==> config.mk <==
export PLATFORM = sky130hd
export DESIGN_NAME = banked_memory_paging_unit
export DESIGN_NICKNAME = d
export VERILOG_FILES = /design/src/hdl/bmpu_pkg.sv /design/src/hdl/bmpu_core.sv /design/src/hdl/banked_memory_paging_unit.sv
export VERILOG_INCLUDE_DIRS = /design/src /design/src/hdl
export SDC_FILE = /design/constraint.sdc
export NUM_CORES = 1
export LEC_CHECK = 0
export BUFFER_PORTS_ARGS = -buffer_cell sky130_fd_sc_hd__clkbuf_2
export CAP_MARGIN = 25
export CORE_MARGIN = 1
export CORE_UTILIZATION = 50
export CTS_CLUSTER_SIZE = 16
export DETAILED_ROUTE_END_ITERATION = 6
export PLACE_DENSITY = 0.75
export SETUP_SLACK_MARGIN = 0.5
export SLEW_MARGIN = 20
export SYNTH_ARGS = -nofsm -noshare
export SYNTH_HDL_FRONTEND = slang
export SYNTH_SLANG_ARGS = --single-unit
==> constraint.sdc <==
create_clock -name clk -period 1.94 [get_ports clk]
set_input_delay 0.097 -clock clk [delete_from_list [all_inputs] [get_ports clk]]
set_output_delay 0.097 -clock clk [all_outputs]
set_load 0.005 [all_outputs]
==> src/hdl/banked_memory_paging_unit_macros.svh <==
// Assertion macros shared by the paging unit RTL.
// Every macro samples on the rising edge of clk and is disabled while rst_n is low.
`ifndef BANKED_MEMORY_PAGING_UNIT_MACROS_SVH
`define BANKED_MEMORY_PAGING_UNIT_MACROS_SVH

// The consequent must hold in the same cycle as the antecedent.
`define BMPU_ASSERT_NOW(label, ante, cons) \
    label: assert property (@(posedge clk) disable iff (!rst_n) (ante) |-> (cons)) \
        else $error("paging unit check failed in the same cycle");

// The consequent must hold in the cycle after the antecedent.
`define BMPU_ASSERT_NEXT(label, ante, cons) \
    label: assert property (@(posedge clk) disable iff (!rst_n) (ante) |=> (cons)) \
        else $error("paging unit check failed in the following cycle");

`endif

==> src/hdl/bmpu_pkg.sv <==
`default_nettype none

package bmpu_pkg;

    // Machine models selected by the configuration register.
    localparam logic [1:0] MODEL_48K      = 2'd0;
    localparam logic [1:0] MODEL_128K     = 2'd1;
    localparam logic [1:0] MODEL_PENTAGON = 2'd2;
    localparam logic [1:0] MODEL_PLUS3    = 2'd3;
    localparam logic [1:0] MODEL_RESET    = MODEL_128K;

    // Access kinds.
    localparam logic KIND_WRITE = 1'b0;
    localparam logic KIND_READ  = 1'b1;

    // Partial port decoding masks and match values.
    localparam logic [15:0] MASK_CLASSIC     = 16'h8002;
    localparam logic [15:0] MASK_PLUS3_PRI   = 16'hC002;
    localparam logic [15:0] MATCH_PLUS3_PRI  = 16'h4000;
    localparam logic [15:0] MASK_PLUS3_EXT   = 16'hF002;
    localparam logic [15:0] MATCH_PLUS3_EXT  = 16'h1000;

    // Page codes: RAM banks 0 to 7, ROMs from 8 up.
    localparam logic [1:0] PAGE_ROM_PREFIX = 2'b10;
    localparam logic [3:0] PAGE_RAM0       = 4'd0;
    localparam logic [3:0] PAGE_RAM2       = 4'd2;
    localparam logic [3:0] PAGE_RAM5       = 4'd5;
    localparam logic [3:0] PAGE_ROM0       = 4'd8;
    localparam logic [3:0] PAGE_MAX        = 4'd11;
    localparam logic [3:0] CONT_NORMAL     = 4'b0010;

    typedef struct packed {
        logic            kind;
        logic [15:0]     addr;
        logic [7:0]      data;
    } access_t;

    typedef struct packed {
        logic            lock;
        logic [2:0]      ram_bank;
        logic [1:0]      rom_latch;
        logic [1:0]      rom_in_use;
        logic            screen;
        logic            special;
        logic [7:0]      last_primary;
        logic [7:0]      last_extra;
        logic [3:0][3:0] page;
        logic [3:0]      cont;
    } page_state_t;

    typedef struct packed {
        logic [3:0][3:0] page;
        logic [3:0]      cont;
        logic            screen;
        logic            lock;
        logic            all_ram;
    } page_result_t;

    localparam page_state_t STATE_RESET = '{
        lock:         1'b0,
        ram_bank:     3'd0,
        rom_latch:    2'd0,
        rom_in_use:   2'd0,
        screen:       1'b0,
        special:      1'b0,
        last_primary: 8'd0,
        last_extra:   8'd0,
        page:         {PAGE_RAM0, PAGE_RAM2, PAGE_RAM5, PAGE_ROM0},
        cont:         CONT_NORMAL
    };

    // Page mapped into a slot by the +2A/+3 all-RAM configurations.
    function automatic logic [3:0] allram_page(input logic [1:0] cfg, input logic [1:0] slot);
        logic [3:0] pg;
        case ({cfg, slot})
            4'b00_00: pg = 4'd0;
            4'b00_01: pg = 4'd1;
            4'b00_10: pg = 4'd2;
            4'b00_11: pg = 4'd3;
            4'b01_00: pg = 4'd4;
            4'b01_01: pg = 4'd5;
            4'b01_10: pg = 4'd6;
            4'b01_11: pg = 4'd7;
            4'b10_00: pg = 4'd4;
            4'b10_01: pg = 4'd5;
            4'b10_10: pg = 4'd6;
            4'b10_11: pg = 4'd3;
            4'b11_00: pg = 4'd4;
            4'b11_01: pg = 4'd7;
            4'b11_10: pg = 4'd6;
            default:  pg = 4'd3;
        endcase
        return pg;
    endfunction

    // Contention mask of the all-RAM configurations.
    function automatic logic [3:0] allram_cont(input logic [1:0] cfg);
        logic [3:0] m;
        case (cfg)
            2'd0:    m = 4'h0;
            2'd1:    m = 4'hF;
            default: m = 4'h7;
        endcase
        return m;
    endfunction

endpackage

`default_nettype wire

==> src/hdl/bmpu_core.sv <==
`default_nettype none

// Next-state and result logic for one I/O access.
module bmpu_core (
    input  wire bmpu_pkg::access_t      acc,
    input  wire logic [1:0]             model,
    input  wire bmpu_pkg::page_state_t  state_cur,
    output bmpu_pkg::page_state_t       state_new,
    output bmpu_pkg::page_result_t      result
);

    logic hit_classic_wr;
    logic hit_classic_rd;
    logic hit_plus3_pri;
    logic hit_plus3_ext;
    logic is_pentagon;
    logic [7:0] d;
    logic [1:0] cfg;
    logic [1:0] rom_sel;

    assign d           = acc.data;
    assign cfg         = acc.data[2:1];
    assign is_pentagon = (model == bmpu_pkg::MODEL_PENTAGON);

    assign hit_classic_wr = (acc.kind == bmpu_pkg::KIND_WRITE)
                          && ((model == bmpu_pkg::MODEL_128K) || is_pentagon)
                          && ((acc.addr & bmpu_pkg::MASK_CLASSIC) == 16'h0000);
    assign hit_classic_rd = (acc.kind == bmpu_pkg::KIND_READ)
                          && (model == bmpu_pkg::MODEL_128K)
                          && acc.addr[0]
                          && ((acc.addr & bmpu_pkg::MASK_CLASSIC) == 16'h0000);
    assign hit_plus3_pri  = (acc.kind == bmpu_pkg::KIND_WRITE)
                          && (model == bmpu_pkg::MODEL_PLUS3)
                          && ((acc.addr & bmpu_pkg::MASK_PLUS3_PRI) == bmpu_pkg::MATCH_PLUS3_PRI);
    assign hit_plus3_ext  = (acc.kind == bmpu_pkg::KIND_WRITE)
                          && (model == bmpu_pkg::MODEL_PLUS3)
                          && ((acc.addr & bmpu_pkg::MASK_PLUS3_EXT) == bmpu_pkg::MATCH_PLUS3_EXT);

    always_comb begin
        state_new = state_cur;
        rom_sel   = 2'd0;
        if (hit_classic_wr || hit_classic_rd) begin
            if (!state_cur.lock) begin
                rom_sel                = {state_cur.rom_in_use[1], d[4]};
                state_new.lock         = d[5];
                state_new.ram_bank     = d[2:0];
                state_new.page[3]      = {1'b0, d[2:0]};
                state_new.cont[3]      = is_pentagon ? 1'b0 : d[0];
                state_new.rom_latch    = {1'b0, d[4]};
                state_new.rom_in_use   = rom_sel;
                state_new.page[0]      = {bmpu_pkg::PAGE_ROM_PREFIX, rom_sel};
                state_new.screen       = d[3];
            end
            // A floating-bus read pages but is not recorded as a write.
            if (hit_classic_wr) begin
                state_new.last_primary = d;
            end
        end else if (hit_plus3_pri) begin
            if (!state_cur.lock) begin
                rom_sel                = {state_cur.last_extra[2], d[4]};
                state_new.lock         = d[5];
                state_new.rom_latch    = rom_sel;
                state_new.rom_in_use   = rom_sel;
                state_new.ram_bank     = d[2:0];
                if (!state_cur.special) begin
                    state_new.page[0]  = {bmpu_pkg::PAGE_ROM_PREFIX, rom_sel};
                    state_new.cont[0]  = 1'b0;
                    state_new.page[3]  = {1'b0, d[2:0]};
                    state_new.cont[3]  = d[2];
                end
                state_new.screen       = d[3];
            end
            state_new.last_primary     = d;
        end else if (hit_plus3_ext) begin
            if (!state_cur.lock) begin
                if (!d[0]) begin
                    rom_sel              = {d[2], state_cur.last_primary[4]};
                    state_new.special    = 1'b0;
                    state_new.rom_latch  = rom_sel;
                    state_new.rom_in_use = rom_sel;
                    state_new.page[0]    = {bmpu_pkg::PAGE_ROM_PREFIX, rom_sel};
                    state_new.page[1]    = bmpu_pkg::PAGE_RAM5;
                    state_new.page[2]    = bmpu_pkg::PAGE_RAM2;
                    state_new.page[3]    = {1'b0, state_cur.ram_bank};
                    state_new.cont       = bmpu_pkg::CONT_NORMAL
                                         | {state_cur.ram_bank[2], 3'b000};
                end else begin
                    state_new.special    = 1'b1;
                    for (int i = 0; i < 4; i++) begin
                        state_new.page[i] = bmpu_pkg::allram_page(cfg, 2'(i));
                    end
                    state_new.cont       = bmpu_pkg::allram_cont(cfg);
                end
            end
            state_new.last_extra       = d;
        end
    end

    always_comb begin
        result.page    = state_new.page;
        result.cont    = is_pentagon ? 4'b0000 : state_new.cont;
        result.screen  = state_new.screen;
        result.lock    = state_new.lock;
        result.all_ram = state_new.special;
    end

endmodule

`default_nettype wire

==> src/hdl/banked_memory_paging_unit.sv <==
// A word accepted on the input stream is registered in the access stage, then in the
// result stage, from which it is offered on the output stream.
// Throughput: one access per cycle unless the output stalls; the decode is combinational.
// Reset (rst_n low, asynchronous): ROM 0, RAM 5, RAM 2, RAM 0 mapped, slot 1 contended,
// all latches and the lock cleared, machine model set to 128K; both stages empty.
`default_nettype none

`include "banked_memory_paging_unit_macros.svh"

module banked_memory_paging_unit (
    input  wire logic        clk,
    input  wire logic        rst_n,

    // Configuration write channel: the machine model register.
    input  wire logic        cfg_valid,
    output logic             cfg_ready,
    input  wire logic [1:0]  cfg_data,

    // Input stream, one I/O access per word.
    input  wire logic        s_axis_tvalid,
    output logic             s_axis_tready,
    // tdata fields from bit 0 up: port_address[15:0], bus_data[23:16].
    input  wire logic [23:0] s_axis_tdata,
    // tuser fields from bit 0 up: kind[0].
    input  wire logic        s_axis_tuser,

    // Output stream, one mapping report per access.
    output logic             m_axis_tvalid,
    input  wire logic        m_axis_tready,
    // tdata fields from bit 0 up: slot0_page[3:0], slot1_page[7:4], slot2_page[11:8],
    // slot3_page[15:12], contended_slots[19:16], screen_from_bank_seven[20],
    // paging_locked[21], all_ram_active[22], zero fill[23].
    output logic [23:0]      m_axis_tdata
);

    // The user must write the register only while idle; the block does not enforce this.
    logic [1:0]              model_reg;

    // Access stage.
    logic                    in_valid_reg;
    bmpu_pkg::access_t       in_acc_reg;

    // Paging state, updated when an access moves into the result stage.
    bmpu_pkg::page_state_t   state_reg;
    bmpu_pkg::page_state_t   state_next;

    // Result stage.
    logic                    out_valid_reg;
    bmpu_pkg::page_result_t  out_res_reg;
    bmpu_pkg::page_result_t  res_next;

    logic                    advance;
    logic                    in_take;

    assign cfg_ready     = 1'b1;

    // The access stage empties into the result stage whenever that stage is free or
    // being drained, so a full access stage still takes a new word in the same cycle.
    assign advance       = in_valid_reg && (!out_valid_reg || m_axis_tready);
    assign s_axis_tready = !in_valid_reg || advance;
    assign in_take       = s_axis_tvalid && s_axis_tready;

    bmpu_core u_core (
        .acc       (in_acc_reg),
        .model     (model_reg),
        .state_cur (state_reg),
        .state_new (state_next),
        .result    (res_next)
    );

    always_ff @(posedge clk or negedge rst_n) begin
        if (!rst_n) begin
            model_reg <= bmpu_pkg::MODEL_RESET;
        end else if (cfg_valid && cfg_ready) begin
            model_reg <= cfg_data;
        end
    end

    always_ff @(posedge clk or negedge rst_n) begin
        if (!rst_n) begin
            in_valid_reg <= 1'b0;
        end else if (in_take) begin
            in_valid_reg <= 1'b1;
        end else if (advance) begin
            in_valid_reg <= 1'b0;
        end
    end

    always_ff @(posedge clk) begin
        if (in_take) begin
            in_acc_reg.kind <= s_axis_tuser;
            in_acc_reg.addr <= s_axis_tdata[15:0];
            in_acc_reg.data <= s_axis_tdata[23:16];
        end
    end

    // The paging state is control state and takes its documented reset mapping.
    always_ff @(posedge clk or negedge rst_n) begin
        if (!rst_n) begin
            state_reg <= bmpu_pkg::STATE_RESET;
        end else if (advance) begin
            state_reg <= state_next;
        end
    end

    always_ff @(posedge clk or negedge rst_n) begin
        if (!rst_n) begin
            out_valid_reg <= 1'b0;
        end else if (advance) begin
            out_valid_reg <= 1'b1;
        end else if (m_axis_tready) begin
            out_valid_reg <= 1'b0;
        end
    end

    always_ff @(posedge clk) begin
        if (advance) begin
            out_res_reg <= res_next;
        end
    end

    assign m_axis_tvalid = out_valid_reg;
    assign m_axis_tdata  = {1'b0,
                            out_res_reg.all_ram,
                            out_res_reg.lock,
                            out_res_reg.screen,
                            out_res_reg.cont,
                            out_res_reg.page[3],
                            out_res_reg.page[2],
                            out_res_reg.page[1],
                            out_res_reg.page[0]};

    // Once set, the lock bit is only cleared by reset.
    `BMPU_ASSERT_NEXT(a_lock_sticky, state_reg.lock, state_reg.lock)
    // The 48K model never changes the paging state.
    `BMPU_ASSERT_NEXT(a_48k_frozen, advance && (model_reg == bmpu_pkg::MODEL_48K), $stable(state_reg))
    // The Pentagon reports no contended slots.
    `BMPU_ASSERT_NOW(a_pentagon_uncontended,
        out_valid_reg && (model_reg == bmpu_pkg::MODEL_PENTAGON), m_axis_tdata[19:16] == 4'b0000)
    // With both stages full and the output stalled, no new word may enter.
    `BMPU_ASSERT_NOW(a_full_backpressure,
        in_valid_reg && out_valid_reg && !m_axis_tready, !s_axis_tready)
    // Slot 0 always holds a valid page code.
    `BMPU_ASSERT_NOW(a_slot0_range, 1'b1, state_reg.page[0] <= bmpu_pkg::PAGE_MAX)

endmodule

`default_nettype wire

==> results.md <==
- CP Cell Sequence: inv_2 -> ha_4 -> nor2_4 -> buf_6 -> o21a_4 -> a211o_1 -> o32ai_2 -> mux2_4
- Clock H-tree levels: 3
- Clock Path Buffers: 2
- Critical path buffer and inverter count: 2
- Commonest non-fill, non-tap cells in the layout: clkbuf_2 (44), buf_4 (40), edfxtp_1 (36)
- Failing checks: negative setup slack
- Share of cells above drive strength 1: 0.528
- DRC: 0
- Yosys warning total: 0
- Root Driver: clkbuf_8
- PD cells: just under 700 nW/um^2
- Initial antenna violation count: 0
- End-of-flow core utilization: 0.795
- Largest net degree at the start of global routing: 34
- RSZ-0062 raised after global routing: true
- HP Class: in -> reg
- Filler-free cell count of the finished design: 471
- Slew at the pin closest to its max-slew limit: 0.890 ns
- Dpl cells: just over 400
- Die area: around 6700 um^2
- Syn Area/Cell: 11.7 um^2
- Min cycle time layout: 2.12 ns
- # clock sinks: slightly below 70
- Pins Over Slew Limit: 0
- Data required time of the worst path: between 2 and 2.5 ns
- Fin area: 4790 um^2
- Final hold violations: 0
- Total number of vias: roughly 2,700
- Detail Route Antenna Nets: 0
- Syn nets: between 300 and 400
- Setup crit end kind: flip-flop
- Number of synthesized register bits: between 60 and 70
- Mapped cell area: about 3200 um^2
- WL final: 9100 um
- Leakage Power: around 0.002 uW
- Max Clk Rate: 472 MHz
- # IOs: about 60
- Most common cell after layout, fill and taps aside: clkbuf_2
- Total power: roughly 3300 uW
- Critical Path Max Stage Delay: 0.58 ns
- Die Wd: a little over 80 um
- GR Util met3: 0.0489
- Post-synth ARST share: 0.478
- Grt ovf: 0
- Cell variety after synth: 53
- Nets: around 430
- Worst slew margin: 0.407
- Post-synth EDFFs: 36
- I/O Buffers: between 40 and 50
- Setup TNS: -4.35 ns
- Met2 Usage GRT: 0.443
- Syn-to-layout area delta: 50.6%
- ANT cells: 0
- Setup Viol. Count Final: 48
- FP Rows: 28
- Hpwl dp: between 4000 and 5000 um
- Routability Congestion: 0.915
- GRT Max-Usage Layer: met2
- Max reg flops: 29
- CTS buffer count: 9
- Global-route wire length before repair: roughly 13,000 um
- Register area share after synthesis: 0.602
- Slowest-stage cell, CP: dfstp_2
- DP Area: between 3000 and 4000 um^2
- Worst path arrival time: between 2 and 2.5 ns
- Clk_lat worst skew: between 0.3 and 0.4 ns
- Avg WL per Cell: between 15 and 20 um
- Iteration-0 DRC Markers: just over 200
- Initial Utilization: 0.528
- Vias in the first global route: 2,624
- Max Cap Viol: 0
- Clk_skew: ~0.012 ns
- Status: finished with violations
- Mapped Cells: between 200 and 300
- Gr usage total: 0.264
- VDD IR max: 0.000529 V
- DIE HEIGHT: a little over 80 um
- Register clock-pin slew on the reported worst setup and hold paths: ~0.070 ns
- CP Launch Type: flip-flop
- TritonCTS clock tree: built
- Period Utilization, post-route: 1.09
- Synth Flop Type: edfxtp_1
- 1st-pass router iterations: 5
- Setup ws final: -0.180 ns
- CP delay by family, top: compound AO/OA/AOI/OAI gates
- Vias per inst: approximately 5.8
- Met1 usage: 0.332
- Critical path class: reg -> reg
- Worst Path Max Fanout: 3
- Placeable Area: approximately 6000 um^2
worst register-to-register path, delay by kind of cell, from the launching register on:
kind	cells	cell delay [ns]
flip-flops	1	0.58
AO/OA/AOI/OAI	3	0.79
adder cells (fa/ha/maj)	1	0.28
multiplexers	1	0.20
AND/OR/NAND/NOR	1	0.04
buffers and inverters	2	0.18
cell families (layout without fill, tap and decap cells):
| group | Yosys count | in the layout | share of synthesized area |
|---|---|---|---|
| compound gates | 59 | 59 | 0.120 |
| fa+ha+maj | 3 | 3 | 0.0118 |
| buf+inv | 23 | 146 | 0.0370 |
| flops | 69 | 69 | 0.602 |
| mux | 15 | 15 | 0.0512 |
| other cells | 2 | 2 | 0.00236 |
| simple gates | 101 | 102 | 0.175 |
routing by layer:
| metal | wire [um] | vias to the layer above |
|---|---|---|
| li1 | - | 1221 |
| met5 | 0 | - |
| met4 | 375 | 0 |
| met3 | 476 | 33 |
| met1 | 3620 | 1342 |
| met2 | 4630 | 131 |
synth_stat cells, types with 2 or more instances:
| library cell | count | share of area |
|---|---|---|
| nand3b_1 | 2 | 0.0047 |
| a21o_1 | 2 | 0.0047 |
| buf_2 | 7 | 0.011 |
| nor2b_1 | 5 | 0.0098 |
| o21ai_1 | 11 | 0.017 |
| o31ai_1 | 2 | 0.0047 |
| nand2_1 | 34 | 0.040 |
| nand3_1 | 4 | 0.0063 |
| or4b_1 | 2 | 0.0063 |
| buf_4 | 2 | 0.0047 |
| dfstp_2 | 6 | 0.050 |
| conb_1 | 2 | 0.0024 |
| inv_1 | 9 | 0.011 |
| mux2_2 | 3 | 0.011 |
| dfrtp_1 | 27 | 0.21 |
| a211oi_1 | 3 | 0.0071 |
| a21oi_1 | 13 | 0.020 |
| edfxtp_1 | 36 | 0.34 |
| o21a_1 | 3 | 0.0071 |
| o22ai_1 | 2 | 0.0039 |
| nor2_1 | 16 | 0.019 |
| nand2b_1 | 8 | 0.016 |
| o21ai_0 | 10 | 0.016 |
| nor4_1 | 2 | 0.0039 |
| mux2i_1 | 5 | 0.016 |
| clkbuf_1 | 3 | 0.0035 |
| buf_6 | 2 | 0.0071 |
| mux2_1 | 7 | 0.025 |
| nor3b_1 | 4 | 0.0094 |
| nor4b_2 | 2 | 0.0094 |
| o211ai_1 | 2 | 0.0047 |
| ha_1 | 3 | 0.012 |
| and2_1 | 7 | 0.014 |
| nor3_1 | 7 | 0.011 |
final cells by class:
class                   instances  area (um^2)
clock buffers                  10          128
clock inverters                 6         62.6
fillers                       323         1240
inverters                       9         37.5
multi-input cells             181         1620
flip-flops and latches         69         1910
well taps                      75         93.8
repair buffers                121          932
worst paths after layout:
check | slack [ns] | endpoint | from | cells past startpoint
max | -0.18 | state_reg[18] | model_reg[0] | 8
min | 0.10 | in_valid_reg | m_axis_tready | 3
max reg2reg | -0.18 | state_reg[18] | model_reg[0] | 8
min reg2reg | 0.50 | state_reg[44] | state_reg[44] | 1
max in group asynchronous | 0.92 | state_reg[6] | rst_n | 2
min in group asynchronous | 0.46 | state_reg[2] | rst_n | 2
report_power, final:
group | internal [uW] | switching, uW | total, uW
Combinational | 219 | 259 | 479
Clock | 595 | 553 | 1150
Sequential | 1630 | 56.5 | 1680
Total | 2440 | 869 | 3310
through the flow:
stage	setup slack (ns)	hold WS [ns]
2_1_floorplan	0.0247	-0.199
3_3_place_gp	-0.101	0.243
3_5_place_dp	-0.116	0.251
4_1_cts	-0.124	0.0598
5_1_grt	-0.214	0.119
6_report	-0.180	0.103
what timing repair did:
| item | 4_1_cts | 5_1_grt |
|---|---|---|
| setup buffers | 15 | 10 |
| endpoints found under the setup margin | 71 | 87 |
| hold buffers | 18 | 0 |
| pin swaps | 19 | 30 |
| endpoints found under the hold margin | 43 | 0 |
| resized for setup | 35 | 58 |
| gates cloned | 1 | 1 |
(Power assumes the default switching activity.)
